File: src/hdl/nes_pad_poller_with_register_read_defines.svh
// Assertion macros for the pad poller.
// Included by the top level; no other dependencies.
`ifndef NES_PAD_POLLER_WITH_REGISTER_READ_DEFINES_SVH
`define NES_PAD_POLLER_WITH_REGISTER_READ_DEFINES_SVH

`ifndef ASSERT_OFF
`define NPP_ASSERT(lbl, clk, rstn, prop) \
    lbl: assert property (@(posedge clk) disable iff (!rstn) prop) \
        else $error("assertion failed");
`define NPP_ASSERT_NEXT(lbl, clk, rstn, pre, post) \
    lbl: assert property (@(posedge clk) disable iff (!rstn) (pre) |=> (post)) \
        else $error("assertion failed");
`else
`define NPP_ASSERT(lbl, clk, rstn, prop)
`define NPP_ASSERT_NEXT(lbl, clk, rstn, pre, post)
`endif

`endif

File: src/hdl/npp_pkg.sv
// Shared constants and types of the pad poller.
// No dependencies.
package npp_pkg;

    localparam int NUM_PADS     = 2;
    localparam int BITS_PER_PAD = 8;
    localparam int PAD_W        = (NUM_PADS > 1) ? $clog2(NUM_PADS) : 1;
    localparam int BIT_W        = $clog2(BITS_PER_PAD);
    localparam int LINE_W       = 2;
    localparam int TICK_W       = 16;
    localparam int BYTE_W       = 8;
    localparam int IDX_W        = 8;

    localparam logic [TICK_W-1:0] PULSE_RESET = 16'd12;
    localparam logic [BYTE_W-1:0] BAD_INDEX_BYTE = 8'hFF;
    localparam logic [BIT_W-1:0]  LAST_BIT = BIT_W'(BITS_PER_PAD - 1);
    localparam logic [IDX_W-1:0]  PAD_COUNT = IDX_W'(NUM_PADS);
    localparam logic [PAD_W-1:0]  LAST_PAD = PAD_W'(NUM_PADS - 1);

    localparam logic [1:0] PH_LATCH_HI = 2'd0;
    localparam logic [1:0] PH_LATCH_LO = 2'd1;
    localparam logic [1:0] PH_CLOCK_HI = 2'd2;
    localparam logic [1:0] PH_CLOCK_LO = 2'd3;

    localparam logic CMD_TICK = 1'b0;
    localparam logic CMD_READ = 1'b1;

    typedef struct packed {
        logic              read_valid;
        logic [BYTE_W-1:0] read_data;
        logic [LINE_W-1:0] clock_lines;
        logic [LINE_W-1:0] latch_lines;
    } npp_res_t;

endpackage

File: src/hdl/npp_seq.sv
// Pin sequencer and per-pad byte store; one item per accepted step.
// Depends on npp_pkg.
module npp_seq
    import npp_pkg::*;
(
    input  logic              aclk,
    input  logic              aresetn,
    input  logic              step,
    input  logic              cmd,
    input  logic              data_level,
    input  logic [IDX_W-1:0]  reg_index,
    input  logic [TICK_W-1:0] pulse_ticks,
    output npp_res_t          res
);

    logic [1:0]        phase_reg, phase_next;
    logic [TICK_W-1:0] tick_reg, tick_next;
    logic [BIT_W-1:0]  bit_reg, bit_next;
    logic [BYTE_W-1:0] shift_reg, shift_next;
    logic [PAD_W-1:0]  pad_reg, pad_next;
    logic [BYTE_W-1:0] bytes_reg [NUM_PADS];
    logic              store;
    logic [TICK_W-1:0] len;
    logic              level_done;
    logic [LINE_W-1:0] pad_bit;
    logic [BYTE_W-1:0] shifted;

    assign len        = (pulse_ticks == '0) ? TICK_W'(1) : pulse_ticks;
    assign level_done = ({1'b0, tick_reg} + (TICK_W+1)'(1)) >= {1'b0, len};
    // pads past the line width shift out and show no line
    assign pad_bit    = LINE_W'(1) << pad_reg;
    assign shifted    = {shift_reg[BYTE_W-2:0], data_level};

    always_comb begin
        res.latch_lines = (phase_reg == PH_LATCH_HI) ? pad_bit : '0;
        res.clock_lines = (phase_reg == PH_CLOCK_HI) ? pad_bit : '0;
        if (cmd == CMD_READ) begin
            res.read_valid = 1'b1;
            if (reg_index < PAD_COUNT) begin
                res.read_data = bytes_reg[reg_index[PAD_W-1:0]];
            end else begin
                res.read_data = BAD_INDEX_BYTE;
            end
        end else begin
            res.read_valid = 1'b0;
            res.read_data  = '0;
        end
    end

    always_comb begin
        phase_next = phase_reg;
        tick_next  = tick_reg;
        bit_next   = bit_reg;
        shift_next = shift_reg;
        pad_next   = pad_reg;
        store      = 1'b0;
        if (cmd == CMD_TICK) begin
            if (!level_done) begin
                tick_next = tick_reg + TICK_W'(1);
            end else begin
                tick_next = '0;
                case (phase_reg)
                    PH_LATCH_HI: begin
                        phase_next = PH_LATCH_LO;
                    end
                    PH_LATCH_LO: begin
                        shift_next = {{(BYTE_W-1){1'b0}}, data_level};
                        bit_next   = '0;
                        phase_next = PH_CLOCK_HI;
                    end
                    PH_CLOCK_HI: begin
                        phase_next = PH_CLOCK_LO;
                    end
                    default: begin
                        shift_next = shifted;
                        bit_next   = bit_reg + BIT_W'(1);
                        if (bit_reg + BIT_W'(1) >= LAST_BIT) begin
                            store      = 1'b1;
                            pad_next   = (pad_reg == LAST_PAD) ? '0 : pad_reg + PAD_W'(1);
                            bit_next   = '0;
                            phase_next = PH_LATCH_HI;
                        end else begin
                            phase_next = PH_CLOCK_HI;
                        end
                    end
                endcase
            end
        end
    end

    always_ff @(posedge aclk) begin
        if (!aresetn) begin
            phase_reg <= PH_LATCH_HI;
            tick_reg  <= '0;
            bit_reg   <= '0;
            shift_reg <= '0;
            pad_reg   <= '0;
            for (int i = 0; i < NUM_PADS; i++) begin
                bytes_reg[i] <= '0;
            end
        end else if (step) begin
            phase_reg <= phase_next;
            tick_reg  <= tick_next;
            bit_reg   <= bit_next;
            shift_reg <= shift_next;
            pad_reg   <= pad_next;
            if (store) begin
                bytes_reg[pad_reg] <= shifted;
            end
        end
    end

endmodule

File: src/hdl/nes_pad_poller_with_register_read.sv
// Top level of the pad poller: stream ports, pulse length register, output buffer.
// Depends on npp_pkg, npp_seq and the assertion macro header.
//
// Polls the gamepads round robin: latch high and low, then a clock pulse per later
// bit, each level held pulse_ticks ticks (0 counts as 1), one data bit taken at the
// end of every low level, MSB first. Every input item yields one result: a tick
// item advances the sequencer by one tick and reports the line levels; a read
// item returns the stored byte of pad reg_index (255 past the last pad) without
// advancing. One item per cycle while s_tready is high; results are registered, and
// a skid stage holds one more result so s_tready stays high until it fills.
`include "nes_pad_poller_with_register_read_defines.svh"

module nes_pad_poller_with_register_read
    import npp_pkg::*;
(
    input  logic        aclk,
    input  logic        aresetn,
    input  logic        s_tvalid,
    output logic        s_tready,
    input  logic [15:0] s_tdata,   // [0] data_level, [8:1] reg_index
    input  logic [0:0]  s_tuser,   // [0] cmd
    output logic        m_tvalid,
    input  logic        m_tready,
    output logic [15:0] m_tdata,   // [1:0] latch_lines, [3:2] clock_lines, [11:4] read_data
    output logic [0:0]  m_tuser,   // [0] read_valid
    input  logic        cfg_valid,
    output logic        cfg_ready,
    input  logic [15:0] cfg_data
);

    logic [TICK_W-1:0] pulse_reg;
    logic              s_acc, m_take;
    npp_res_t          res;
    npp_res_t          out_reg, skid_reg;
    logic              out_valid_reg, skid_valid_reg;

    assign cfg_ready = 1'b1;
    assign s_tready  = !skid_valid_reg;
    assign s_acc     = s_tvalid && s_tready;
    assign m_take    = m_tvalid && m_tready;

    always_ff @(posedge aclk) begin
        if (!aresetn) begin
            pulse_reg <= PULSE_RESET;
        end else if (cfg_valid && cfg_ready) begin
            pulse_reg <= cfg_data;
        end
    end

    npp_seq u_seq (
        .aclk        (aclk),
        .aresetn     (aresetn),
        .step        (s_acc),
        .cmd         (s_tuser[0]),
        .data_level  (s_tdata[0]),
        .reg_index   (s_tdata[IDX_W:1]),
        .pulse_ticks (pulse_reg),
        .res         (res)
    );

    always_ff @(posedge aclk) begin
        if (!aresetn) begin
            out_valid_reg  <= 1'b0;
            skid_valid_reg <= 1'b0;
        end else if (skid_valid_reg) begin
            if (m_take) begin
                out_reg        <= skid_reg;
                skid_valid_reg <= 1'b0;
            end
        end else if (s_acc) begin
            if (!out_valid_reg || m_take) begin
                out_reg       <= res;
                out_valid_reg <= 1'b1;
            end else begin
                skid_reg       <= res;
                skid_valid_reg <= 1'b1;
            end
        end else if (m_take) begin
            out_valid_reg <= 1'b0;
        end
    end

    assign m_tvalid = out_valid_reg;
    assign m_tdata  = {4'd0, out_reg.read_data, out_reg.clock_lines, out_reg.latch_lines};
    assign m_tuser  = out_reg.read_valid;

    `NPP_ASSERT(a_skid_behind_out, aclk, aresetn, skid_valid_reg |-> out_valid_reg)
    `NPP_ASSERT(a_tick_no_data, aclk, aresetn, (m_tvalid && !m_tuser[0]) |-> (m_tdata[11:4] == 8'd0))
    `NPP_ASSERT(a_one_line, aclk, aresetn, m_tvalid |-> $onehot0(m_tdata[3:0]))
    `NPP_ASSERT_NEXT(a_skid_drains, aclk, aresetn, skid_valid_reg && m_take, !skid_valid_reg)

endmodule

File: config.mk
export PLATFORM = sky130hd
export DESIGN_NAME = nes_pad_poller_with_register_read
export DESIGN_NICKNAME = d
export VERILOG_FILES = /design/src/hdl/npp_pkg.sv /design/src/hdl/npp_seq.sv /design/src/hdl/nes_pad_poller_with_register_read.sv
export VERILOG_INCLUDE_DIRS = /design/src /design/src/hdl
export SDC_FILE = /design/constraint.sdc
export NUM_CORES = 1
export LEC_CHECK = 0
export BUFFER_PORTS_ARGS = -buffer_cell sky130_fd_sc_hd__buf_4
export CAP_MARGIN = 30
export CORE_MARGIN = 3
export CORE_UTILIZATION = 63
export CTS_CLUSTER_DIAMETER = 60
export DETAILED_ROUTE_END_ITERATION = 8
export PLACE_DENSITY = 0.86
export SLEW_MARGIN = 20
export SYNTH_ARGS = -nofsm -noshare
export SYNTH_HDL_FRONTEND = slang
export SYNTH_SLANG_ARGS = --single-unit
File: constraint.sdc
create_clock -name aclk -period 7.2 [get_ports aclk]
set_clock_uncertainty 0.2 [all_clocks]
set_input_delay 0.36 -clock aclk [delete_from_list [all_inputs] [get_ports aclk]]
set_output_delay 0.36 -clock aclk [all_outputs]
set_load 0.1 [all_outputs]
# Yosys cells after proc, flatten, opt, wreduce, memory -nomap -nowiden
# Memories as Yosys holds them, arrays and structs flattened.
# Cells that the tools add are included.
# totals
ff_bits,73
ram_bits,16
in_bits,38
out_inout_bits,20
n_memories,1
# classes
addsub,4
order_cmp,3
n_eq_ne,4
shift,1
mux,35
bitwise,5
reduce_logical,20
# memory_table
name,depth,width,read_ports,rd_clocked_by_memory_dff,write_ports,line_no,rtl
u_seq.bytes_reg,2,8,1,0,2,npp_seq.sv:21,logic [BYTE_W-1:0] bytes_reg [NUM_PADS];
# ops
cell,count
$mux W13,4
$mux W16,2
$mux W1,19
$add A16 B1 Y17 const B,1
$ge A17 B16 Y1,1
$add A16 B1 Y16 const B,1
$logic_not A16 Y1,1
$mux W8,2
$pmux W7 S2,1
$reduce_and A4 Y1,3
$mux W9,1
$lt A8 B2 Y1 const B,1
$reduce_or A8 Y1,1
$mux W2,3
$pmux W2 S3,1
$pmux W3 S2,1
$reduce_and A3 Y1,2
$reduce_bool A2 Y1,3
$not A1 Y1,5
$reduce_and A5 Y1,1
$add A3 B1 Y3 const B,1
$ge A3 B3 Y1 const B,1
$mux W3,1
$reduce_or A3 Y1,1
12 further kinds,14

# Longest topological paths before layout
# Gate-level depths: netlist of run 1.
# depth
depth_word,12
depth_mapped,15
ltp_nobuf,12

# Modules after synthesis
# Synthesis of run 1 repeated with hierarchy kept, for this count alone.
# hier_totals
cells_unflattened,439
area_unflattened_um2,4569.4
# modules_own_cells
module,n_inst,cells_each,area_each_um2,seq_area_each_um2
npp_seq,1,326,2879.0,1061.0
nes_pad_poller_with_register_read,1,113,1690.4,1141.1

# Worst setup path after synthesis of run 1
# No wires, ideal clock.
# synth_path
kind,register -> register
from,register u_seq.tick_reg[6]
to,"memory u_seq.bytes_reg[0][0], enable pin"
setup_time_ns,0.384
t_arrival_ns,3.427
t_required_ns,6.616
path_slack_ns,3.189
stages_incl_launch_ff,15
n_path_buf,3
synth_period_minus_slack_ns,4.011
path_cell_list,dfxtp_1 -> buf_2 -> nand4_2 -> or3_2 -> clkbuf_1 -> nor2_1 -> xor2_1 -> ha_1 -> nand4_1 -> nor2_1 -> a41oi_1 -> o211a_1 -> buf_6 -> or3_4 -> o21ai_0
# synth_rtl
element,line_no,rtl
start: declaration,npp_seq.sv:17,"logic [TICK_W-1:0] tick_reg, tick_next;"
start signal: assignment,npp_seq.sv:103,tick_reg <= tick_next;
end: declaration,npp_seq.sv:21,

==> results summary, run 1 <==
In this run, the number of DRC markers left after iteration 0 of detailed routing was 157. The site row count is 30. The share of the clock period used by the worst path after layout came out at 59.9%.

The first-pass detailed-route iteration total came out at 4. The fraction of power spent switching nets came out at 27.6%. In the synthesized netlist the dominant register cell turns out to be sky130_fd_sc_hd__dfxtp_1. The clock-pin transition on the worst setup and hold timing paths is 0.09 ns. In this run the standard cell core region covers 6980 µm². The end point of the worst hold path is pulse_reg[2]$_SDFFE_PN1P_. The CTS root buffer is sky130_fd_sc_hd__clkbuf_8.

The hold buffer count at CTS is 0. The clock share of power is 30.7%. Counting cells, the worst reg-to-reg path comes to 11. The peak fanout along the critical path is 10. The number of buffers inserted by port buffering is 45. The total buffers and inverters traversed by the critical path came out at 0. Counting stages on the worst path, the most repeated cell is sky130_fd_sc_hd__nor2_1. The class of the worst hold path is input pin to flop. The CTS H-tree depth came out at 3. The number of setup violations in the final report came out at 0. The quantity of gates resized following cts is 0.

The area enclosed by the die boundary came out at 8460 µm². Summed over all layers, the global routing overflow is 0. The worst hold path begins at cfg_data[2]. The worst setup path is launched from a flop. The growth of design area from synthesis to finish came out at 11.3%.

The number of vias in the routed layout is 3291. For this design the static power due to leakage is 2.16 nW. The number of I/O pins came out at 58.

The power density over cell area is 189 nW/µm². The post-synthesis async set-or-reset flop share came out at 0%. The startpoint identified for the worst register-to-register timing path is u_seq.tick_reg[6]$_SDFFE_PN0P_. Entering global routing, the biggest net connects 63 pins.

The routed length per instance came out at 14.9 µm. The cell-internal power is 709 µW. The via count of the first global-routing pass came out at 3218. The number of max-slew violations in the final report is 0. The total routing resource utilization after global routing is 21.9%.

The clock insertion delay at the later pin of the skew report came out at 0.36 ns. The largest single stage delay on the critical path is 0.61 ns. The fraction of final layout cells sized beyond drive strength 1 is 19.4%. The initial antenna violation count was 0. The run finished with clean final reports. The fraction of power consumed by sequential logic is 56.5%. Counting the fill cells in the layout gives 501.

The synthesized area per cell came out at 10.4 µm². The number of routed nets with antenna violations came out at 0. The effective utilization at floorplan came out at 66.7%.

The number of vias per cell after detailed routing is 5.66. Setup repair after global routing left no endpoint under its margin. The actual slew at the worst max-slew pin is 0.709 ns. The total power draw is 980 µW. The number of warnings reported in the yosys synthesis log came out at 0. The type of destination of the critical path is a flop. The routed metal-1 wirelength came out at 4.00 mm. The count of inserted antenna diode cells is 0. The uppermost signal routing layer after detailed routing is met4.

The placer congestion estimate came out at 0.769. The number of synthesized register bits is 89. For this run, design rule violations remaining after detail routing come to 0.

The worst-case IR drop observed on VDD is 0.0000985 V. Based on the critical path, the design can be clocked at up to 0.232 GHz. The largest individual stage delay along the critical path comes from the cell sky130_fd_sc_hd__or3_2. The cell count of the worst hold path came out at 3. The final number of hold-violating endpoints came out at 0. The arrival time reported for the critical path endpoint is 4.11 ns.

The first global-routing pass estimated 14.9 mm of wire. The synthesized cell area is 4660 µm². Measured along the x axis, the die boundary spans 92.0 µm.

The class of the most critical setup path is flop to flop. The total length of routed wires is 8.68 mm. Summing the sequential cell areas from Yosys gives 47.3% of the chip area. The number of clock buffers added by TritonCTS is 9.

Once placement completed, the tool counted placed cells totaling 564. In this run the tightest slew margin relative to its limit is 52.4%. Traced cell by cell, the critical path runs through nand4_2, or3_2, nor2_1, xor2_1, ha_1, nand4_1, nor2_1, a41oi_1, o211a_1, or3_4, o21ai_1. The clock sink total is 89. The cell family contributing the most delay on the critical path is simple AND/OR/NAND/NOR gates. The vertical die dimension came out at 92.0 µm. The number of buffers inserted by post-CTS setup repair is 0. The combinational group share of total power is 12.7%.

Across the run, the number of max-cap violations was 0. Once layout is complete, the cells apart from fillers number 581. The wire length on met3 is 326 µm.

In this run the deepest clock path goes through 2 buffers. The final sum of negative setup slack is 0 ns. The CTS tree is yes. The number of distinct standard cells referenced by the synthesized netlist came out at 55.

At the worst endpoint, the required time is 6.99 ns. The final layout contains 541 nets. In this run the critical register-to-register path is captured at u_seq.bytes_reg[0][7]$_SDFFCE_PN0P_. Once detailed placement completed, the half-perimeter wirelength came to 6.26 mm.

The switching power summed over all nets is 271 µW. Synthesis handed over a netlist of 446 instances. The wire length on met2 is 4.25 mm.

The reg-to-reg setup timing slack is 2.89 ns. The number of flops mapped to enable cells by yosys is 42. The clock period could shrink to 4.31 ns.
cell usage after synthesis (all sizes together) (12+ instances only):
library cell	count	area share (%)
mux2	14	3.4
a21boi	14	2.3
clkbuf	13	1.1
buf	16	2.1
nor2	13	1.0
nand3	12	1.3
ha	23	6.2
inv	25	2.0
and2	13	1.7
and3	17	2.3
dfxtp	47	20
mux2i	31	6.7
edfxtp	42	27
nor2b	18	2.4
nand2	43	3.5
logic make-up (layout without fill, tap and decap cells):
group           after synthesis  count (layout)  synth area share (%)
simple gates                156             156                  18.7
flops                        89              89                  47.3
fa+ha+maj                    23              23                  6.18
xor+xnor                     15              15                  2.82
other cells                   2               5                 0.161
mux                          45              45                  10.0
compound gates               62              62                  9.59
buf+inv                      54              90                  5.18
per-layer routing:
| metal | vias to the layer above | global-route usage [%] |
|---|---|---|
| met4 | 0 | 5.20 |
| met5 | - | 0 |
| li1 | 1647 | - |
| met1 | 1573 | 28.4 |
| met2 | 61 | 37.0 |
| met3 | 10 | 5.17 |
worst min-delay path, delay by kind of cell:
kind                   cells  cell delay, ns
AOI/OAI and AO/OA          1            0.07
buffers and inverters      1            0.08
and+or+nand+nor            1            0.05
metrics by stage:
step	hold WS (ns)	cell area, µm²	util (%)	setup WS [ns]
finish	0.0212	5180	74.3	2.89
CTS	0.0116	5180	74.2	2.55
detailed placement	0.275	5010	71.7	2.60
floorplan	0.250	4670	-	3.19
global route	0.0210	5180	74.3	2.56
global placement	0.259	5000	71.6	2.73
power by group through the flow:
stage | Sequential, mW | Clock, mW | Combinational (mW)
floorplan | 0.591 | 0 | 0.0667
global placement | 0.565 | 0 | 0.118
detailed placement | 0.566 | 0 | 0.124
CTS | 0.554 | 0.307 | 0.124
global route | 0.556 | 0.330 | 0.134
finish | 0.554 | 0.301 | 0.125
layout make-up:
class	instances	area, µm²	area share (%)
Inverter	25	93.8	1.81
Clock buffer	9	124	2.39
Sequential cell	89	2200	42.5
Timing Repair Buffer	49	368	7.09
Clock inverter	7	45.0	0.869
Multi-Input combinational cell	306	2230	43.1
Tap cell	96	120	2.32
placed cells by master, fill, tap and decap left out, types with 17 or more instances in the layout:
cell type                  instances
sky130_fd_sc_hd__and3_1           17
sky130_fd_sc_hd__buf_4            49
sky130_fd_sc_hd__dfxtp_1          47
sky130_fd_sc_hd__edfxtp_1         42
sky130_fd_sc_hd__ha_1             23
sky130_fd_sc_hd__inv_1            24
sky130_fd_sc_hd__mux2i_1          31
sky130_fd_sc_hd__nand2_1          43
sky130_fd_sc_hd__nor2b_1          18
worst max path at each step:
stage | start | endpoint | slack (ns) | cells after the start
2_1_floorplan | u_seq.tick_reg[6]$_SDFFE_PN0P_ | u_seq.bytes_reg[0][0]$_SDFFCE_PN0P_ | 3.19 | 14
3_3_place_gp | u_seq.tick_reg[6]$_SDFFE_PN0P_ | u_seq.bytes_reg[0][5]$_SDFFCE_PN0P_ | 2.73 | 11
3_5_place_dp | u_seq.tick_reg[6]$_SDFFE_PN0P_ | u_seq.bytes_reg[0][5]$_SDFFCE_PN0P_ | 2.60 | 11
4_1_cts | u_seq.tick_reg[6]$_SDFFE_PN0P_ | u_seq.bytes_reg[0][7]$_SDFFCE_PN0P_ | 2.55 | 11
5_1_grt | u_seq.tick_reg[6]$_SDFFE_PN0P_ | u_seq.bytes_reg[0][4]$_SDFFCE_PN0P_ | 2.56 | 11
6_report | u_seq.tick_reg[6]$_SDFFE_PN0P_ | u_seq.bytes_reg[0][7]$_SDFFCE_PN0P_ | 2.89 | 11
(Power assumes the default switching activity.)
==> inputs of run 2 (changes only) <==
--- a/config.mk
+++ b/config.mk
@@ -9,10 +9,10 @@
 export BUFFER_PORTS_ARGS = -buffer_cell sky130_fd_sc_hd__buf_4
 export CAP_MARGIN = 30
 export CORE_MARGIN = 3
-export CORE_UTILIZATION = 63
+export CORE_UTILIZATION = 53
 export CTS_CLUSTER_DIAMETER = 60
 export DETAILED_ROUTE_END_ITERATION = 8
-export PLACE_DENSITY = 0.86
+export PLACE_DENSITY = 0.77
 export SLEW_MARGIN = 20
 export SYNTH_ARGS = -nofsm -noshare
 export SYNTH_HDL_FRONTEND = slang
==> constraint.sdc (replaced) <==
create_clock -name aclk -period 3.7 [get_ports aclk]
set_clock_uncertainty 0.2 [all_clocks]
set_input_delay 0.185 -clock aclk [delete_from_list [all_inputs] [get_ports aclk]]
set_output_delay 0.185 -clock aclk [all_outputs]
set_load 0.1 [all_outputs]
==> run 2 against run 1 <==
  * Final area grew 7.1%
  * Hold slack is essentially flat
  * Sequential cell count is the same
  * Clock-buffer cell count is the same
  * Global-route usage shrank 2.1 points
  * First-iteration DRC count grew 3.8%
  * Via count grew 3.7%
  * Worst setup slack lost 2.7 ns
  * Utilization shrank 8.0 points
  * Combinational power grew 110%
  * Register-to-register slack lost 2.7 ns
  * Highest routed layer unchanged
==> results summary, run 2 (same netlist as run 1, synthesis figures left out) <==
Status: finished, final reports clean (unchanged). The reported max-cap violation count came out at 0 (unchanged). The number of I/O pins was 58 (unchanged). The cell-internal power is 1.47 mW (was 709 µW). The number of routed nets with antenna violations is 0 (unchanged). The vertical die dimension is 99.8 µm (was 92.0 µm). The tightest slew margin relative to the limit is 60.9% (was 52.4%). The end point of the worst hold path is m_tvalid$_SDFFE_PN0P_ (was pulse_reg[2]$_SDFFE_PN1P_). The first-pass detailed-route iteration total came out at 4 (unchanged).

The startpoint class of the critical path is a flop (unchanged). The number of vias per cell after detailed routing is 5.48 (was 5.66). The number of cells on the worst reg-to-reg path is 13 (was 11). The largest vdd supply drop was 0.000183 V (was 0.0000985 V). The placer congestion estimate came out at 0.806 (was 0.769).

The pin count of the biggest net entering global routing came out at 63 (unchanged). The reg-to-reg critical path startpoint was u_seq.tick_reg[0]$_SDFFE_PN0P_ (was u_seq.tick_reg[6]$_SDFFE_PN0P_). The initial antenna violation count is 0 (unchanged). The peak fanout along the critical path is 8 (was 10). The count of inserted antenna diode cells is 0 (unchanged).

The DRC violation total after the first TritonRoute iteration came out at 163 (was 157). The number of buffers inserted by port buffering came out at 45 (unchanged). The post-route non-filler standard cell count is 623 (was 581). Setup repair after global routing missed its margin: no (unchanged). The utilization after layout came out at 66.2% (was 74.3%).

The CTS H-tree depth is 3 (unchanged). The final critical-path required period is 3.52 ns (was 4.31 ns). The class of the most critical setup path is flop to flop (unchanged).

The startpoint of the most critical setup path is u_seq.tick_reg[0]$_SDFFE_PN0P_ (was u_seq.tick_reg[6]$_SDFFE_PN0P_). The area of the core came out at 8380 µm² (was 6980 µm²). The growth of design area from synthesis to finish is 19.2% (was 11.3%). The total length of routed wires came out at 9.30 mm (was 8.68 mm). The arrival time reported for the critical path endpoint is 3.39 ns (was 4.11 ns). The routed length per instance is 14.9 µm (about the same). The total number of nets in the final design came out at 574 (was 541). The clock-pin transition on the worst setup and hold timing paths is 0.09 ns (about the same). The design area came out at 5550 µm² (was 5180 µm²). The HPWL after detailed placement came out at 6.52 mm (was 6.26 mm). The terminus of the critical flop-to-flop path is u_seq.bytes_reg[0][0]$_SDFFCE_PN0P_ (was u_seq.bytes_reg[0][7]$_SDFFCE_PN0P_). The cell count of the worst hold path was 4 (was 3).

The clock sink total was 89 (unchanged). The placed standard-cell area is 5110 µm² (was 5010 µm²). The share of the clock period used by the worst path after layout came out at 95.0% (was 59.9%). The clock insertion delay at the later pin of the skew report is 0.36 ns (about the same). The beginning of the worst hold path is m_tready (was cfg_data[2]). The reg-to-reg setup timing slack is 0.18 ns (was 2.89 ns). The most common library cell in the layout ignoring fill and taps is sky130_fd_sc_hd__buf_4 (unchanged). The final number of hold-violating endpoints came to 0 (unchanged).

The switching power summed over all nets is 556 µW (was 271 µW). The fmax is 0.284 GHz (was 0.232 GHz). The remaining design rule violation count came out at 0 (unchanged).

The area enclosed by the die boundary came to 9950 µm² (was 8460 µm²). The area of the multi-input gates came to 2260 µm² (was 2230 µm²). The type of destination of the critical path is a flop (unchanged). The CTS tree was yes (unchanged). The CTS root buffer is sky130_fd_sc_hd__clkbuf_8 (unchanged).

The number of vias in the routed layout came out at 3412 (was 3291). The site row count was 33 (was 30). The actual slew at the worst max-slew pin is 0.581 ns (was 0.709 ns). The combinational group share of total power came out at 13.0% (was 12.7%). The leakage dissipation came out at 2.33 nW (was 2.16 nW).

The power density over cell area came out at 365 nW/µm² (was 189 nW/µm²). The total overflow reported by the global router is 0 (unchanged). The horizontal die dimension is 99.8 µm (was 92.0 µm). The clock share of power is 33.8% (was 30.7%).

The number of buffers on the longest clock path came out at 2 (unchanged). The combined flip-flop and latch cell area came to 2210 µm² (was 2200 µm²). The number of buffers created by CTS came out at 9 (unchanged). The wire length of the first global-routing pass is 15.9 mm (was 14.9 mm). The required time at the endpoint of the critical path came to 3.57 ns (was 6.99 ns). The number of setup violations in the final report came out at 0 (unchanged). The number of max-slew violations in the final report came out at 0 (unchanged).

The class of the worst hold path is input pin to flop (unchanged). The fraction of final layout cells sized beyond drive strength 1 came out at 22.8% (was 19.4%). The fraction of power spent switching nets is 27.4% (was 27.6%). The filler cell count came out at 637 (was 501). The placed instance count came to 585 (was 564).

The effective utilization at floorplan is 55.6% (was 66.7%). Commonest non-fill, non-tap cells in the layout: sky130_fd_sc_hd__buf_4 (63), sky130_fd_sc_hd__dfxtp_1 (44), sky130_fd_sc_hd__nand2_1 (43) (was sky130_fd_sc_hd__buf_4 (49), sky130_fd_sc_hd__dfxtp_1 (47), sky130_fd_sc_hd__nand2_1 (43)). The via count of the first global-routing pass came out at 3421 (was 3218). The total routing resource utilization after global routing is 19.7% (was 21.9%). The fraction of power consumed by sequential logic came out at 53.2% (was 56.5%).
run 2: changes by cell type in the layout (fill, tap and decap cells not counted), moves of 2 or more:
cell and change:
sky130_fd_sc_hd__nor2_1 -3, sky130_fd_sc_hd__clkinv_1 -2, sky130_fd_sc_hd__dfxtp_2 +3, sky130_fd_sc_hd__dlygate4sd3_1 +19, sky130_fd_sc_hd__buf_4 +14, sky130_fd_sc_hd__nor2_2 +3
sky130_fd_sc_hd__dfxtp_1 -3
run 2: per-layer routing:
layer / global-route usage, % / vias up / share of wire [%]
met5: 0 / - / 0
met4: 6.09 / 0 / 1.6
met3: 3.65 / 17 / 4.3
met2: 32.9 / 66 / 49
met1: 26.1 / 1622 / 45
li1: - / 1707 / -
run 2: final cells by class:
type	count	area share, %
multi-input combinational	306	40.6
sequential	89	39.7
timing repair buffer	82	11.9
tap	105	2.37
clock buffer	9	2.23
inverter	25	1.69
clock inverter	7	1.40
run 2: worst max path at each step:
stage and to:
6_report u_seq.bytes_reg[0][0]$_SDFFCE_PN0P_, 5_1_grt u_seq.bytes_reg[1][5]$_SDFFCE_PN0P_, 4_1_cts u_seq.bytes_reg[1][5]$_SDFFCE_PN0P_, 3_5_place_dp u_seq.pad_reg$_SDFFE_PN0P_
3_3_place_gp u_seq.pad_reg$_SDFFE_PN0P_, 2_1_floorplan u_seq.bytes_reg[0][0]$_SDFFCE_PN0P_
run 2: timing repair:
action / 4_1_cts / 5_1_grt
gates resized for setup: 1 / 8
hold endpoints to repair: 21 / 0
setup buffers: 1 / 1
hold buffers: 19 / 0
setup endpoints to repair: 9 / 37
pin swaps: 1 / 3
run 2: power groups by stage:
stage	Sequential (mW)	Clock, mW	Combinational (mW)
floorplan	1.15	0	0.130
global placement	1.10	0	0.237
detailed placement	1.10	0	0.243
CTS	1.08	0.696	0.260
global route	1.08	0.743	0.284
finish	1.08	0.687	0.264
run 2: per-stage QoR:
step / total power [mW] / hold WS [ns] / setup slack [ns] / setup TNS, ns
3_5_place_dp: 1.34 / 0.225 / -0.00527 / -0.00527
4_1_cts: 2.04 / 0.0115 / 0.0412 / 0
5_1_grt: 2.11 / 0.0454 / 0.00322 / 0
3_3_place_gp: 1.34 / 0.209 / 0.136 / 0
2_1_floorplan: 1.28 / 0.0839 / -0.0938 / -1.50
6_report: 2.03 / 0.0214 / 0.184 / 0
run 2: worst max-delay path, cell delays in order, from the launching register on:
cell and delay (ns):
sky130_fd_sc_hd__dfxtp_2 0.40, sky130_fd_sc_hd__ha_1 0.19, sky130_fd_sc_hd__nand4_1 0.17, sky130_fd_sc_hd__nor2_2 0.22, sky130_fd_sc_hd__and4_1 0.26, sky130_fd_sc_hd__xor2_2 0.09, sky130_fd_sc_hd__ha_1 0.30, sky130_fd_sc_hd__nand4_1 0.15
sky130_fd_sc_hd__nor2_2 0.17, sky130_fd_sc_hd__a41oi_1 0.15, sky130_fd_sc_hd__o211a_1 0.20, sky130_fd_sc_hd__or3_4 0.40, sky130_fd_sc_hd__o21ai_1 0.13, sky130_fd_sc_hd__buf_4 0.18
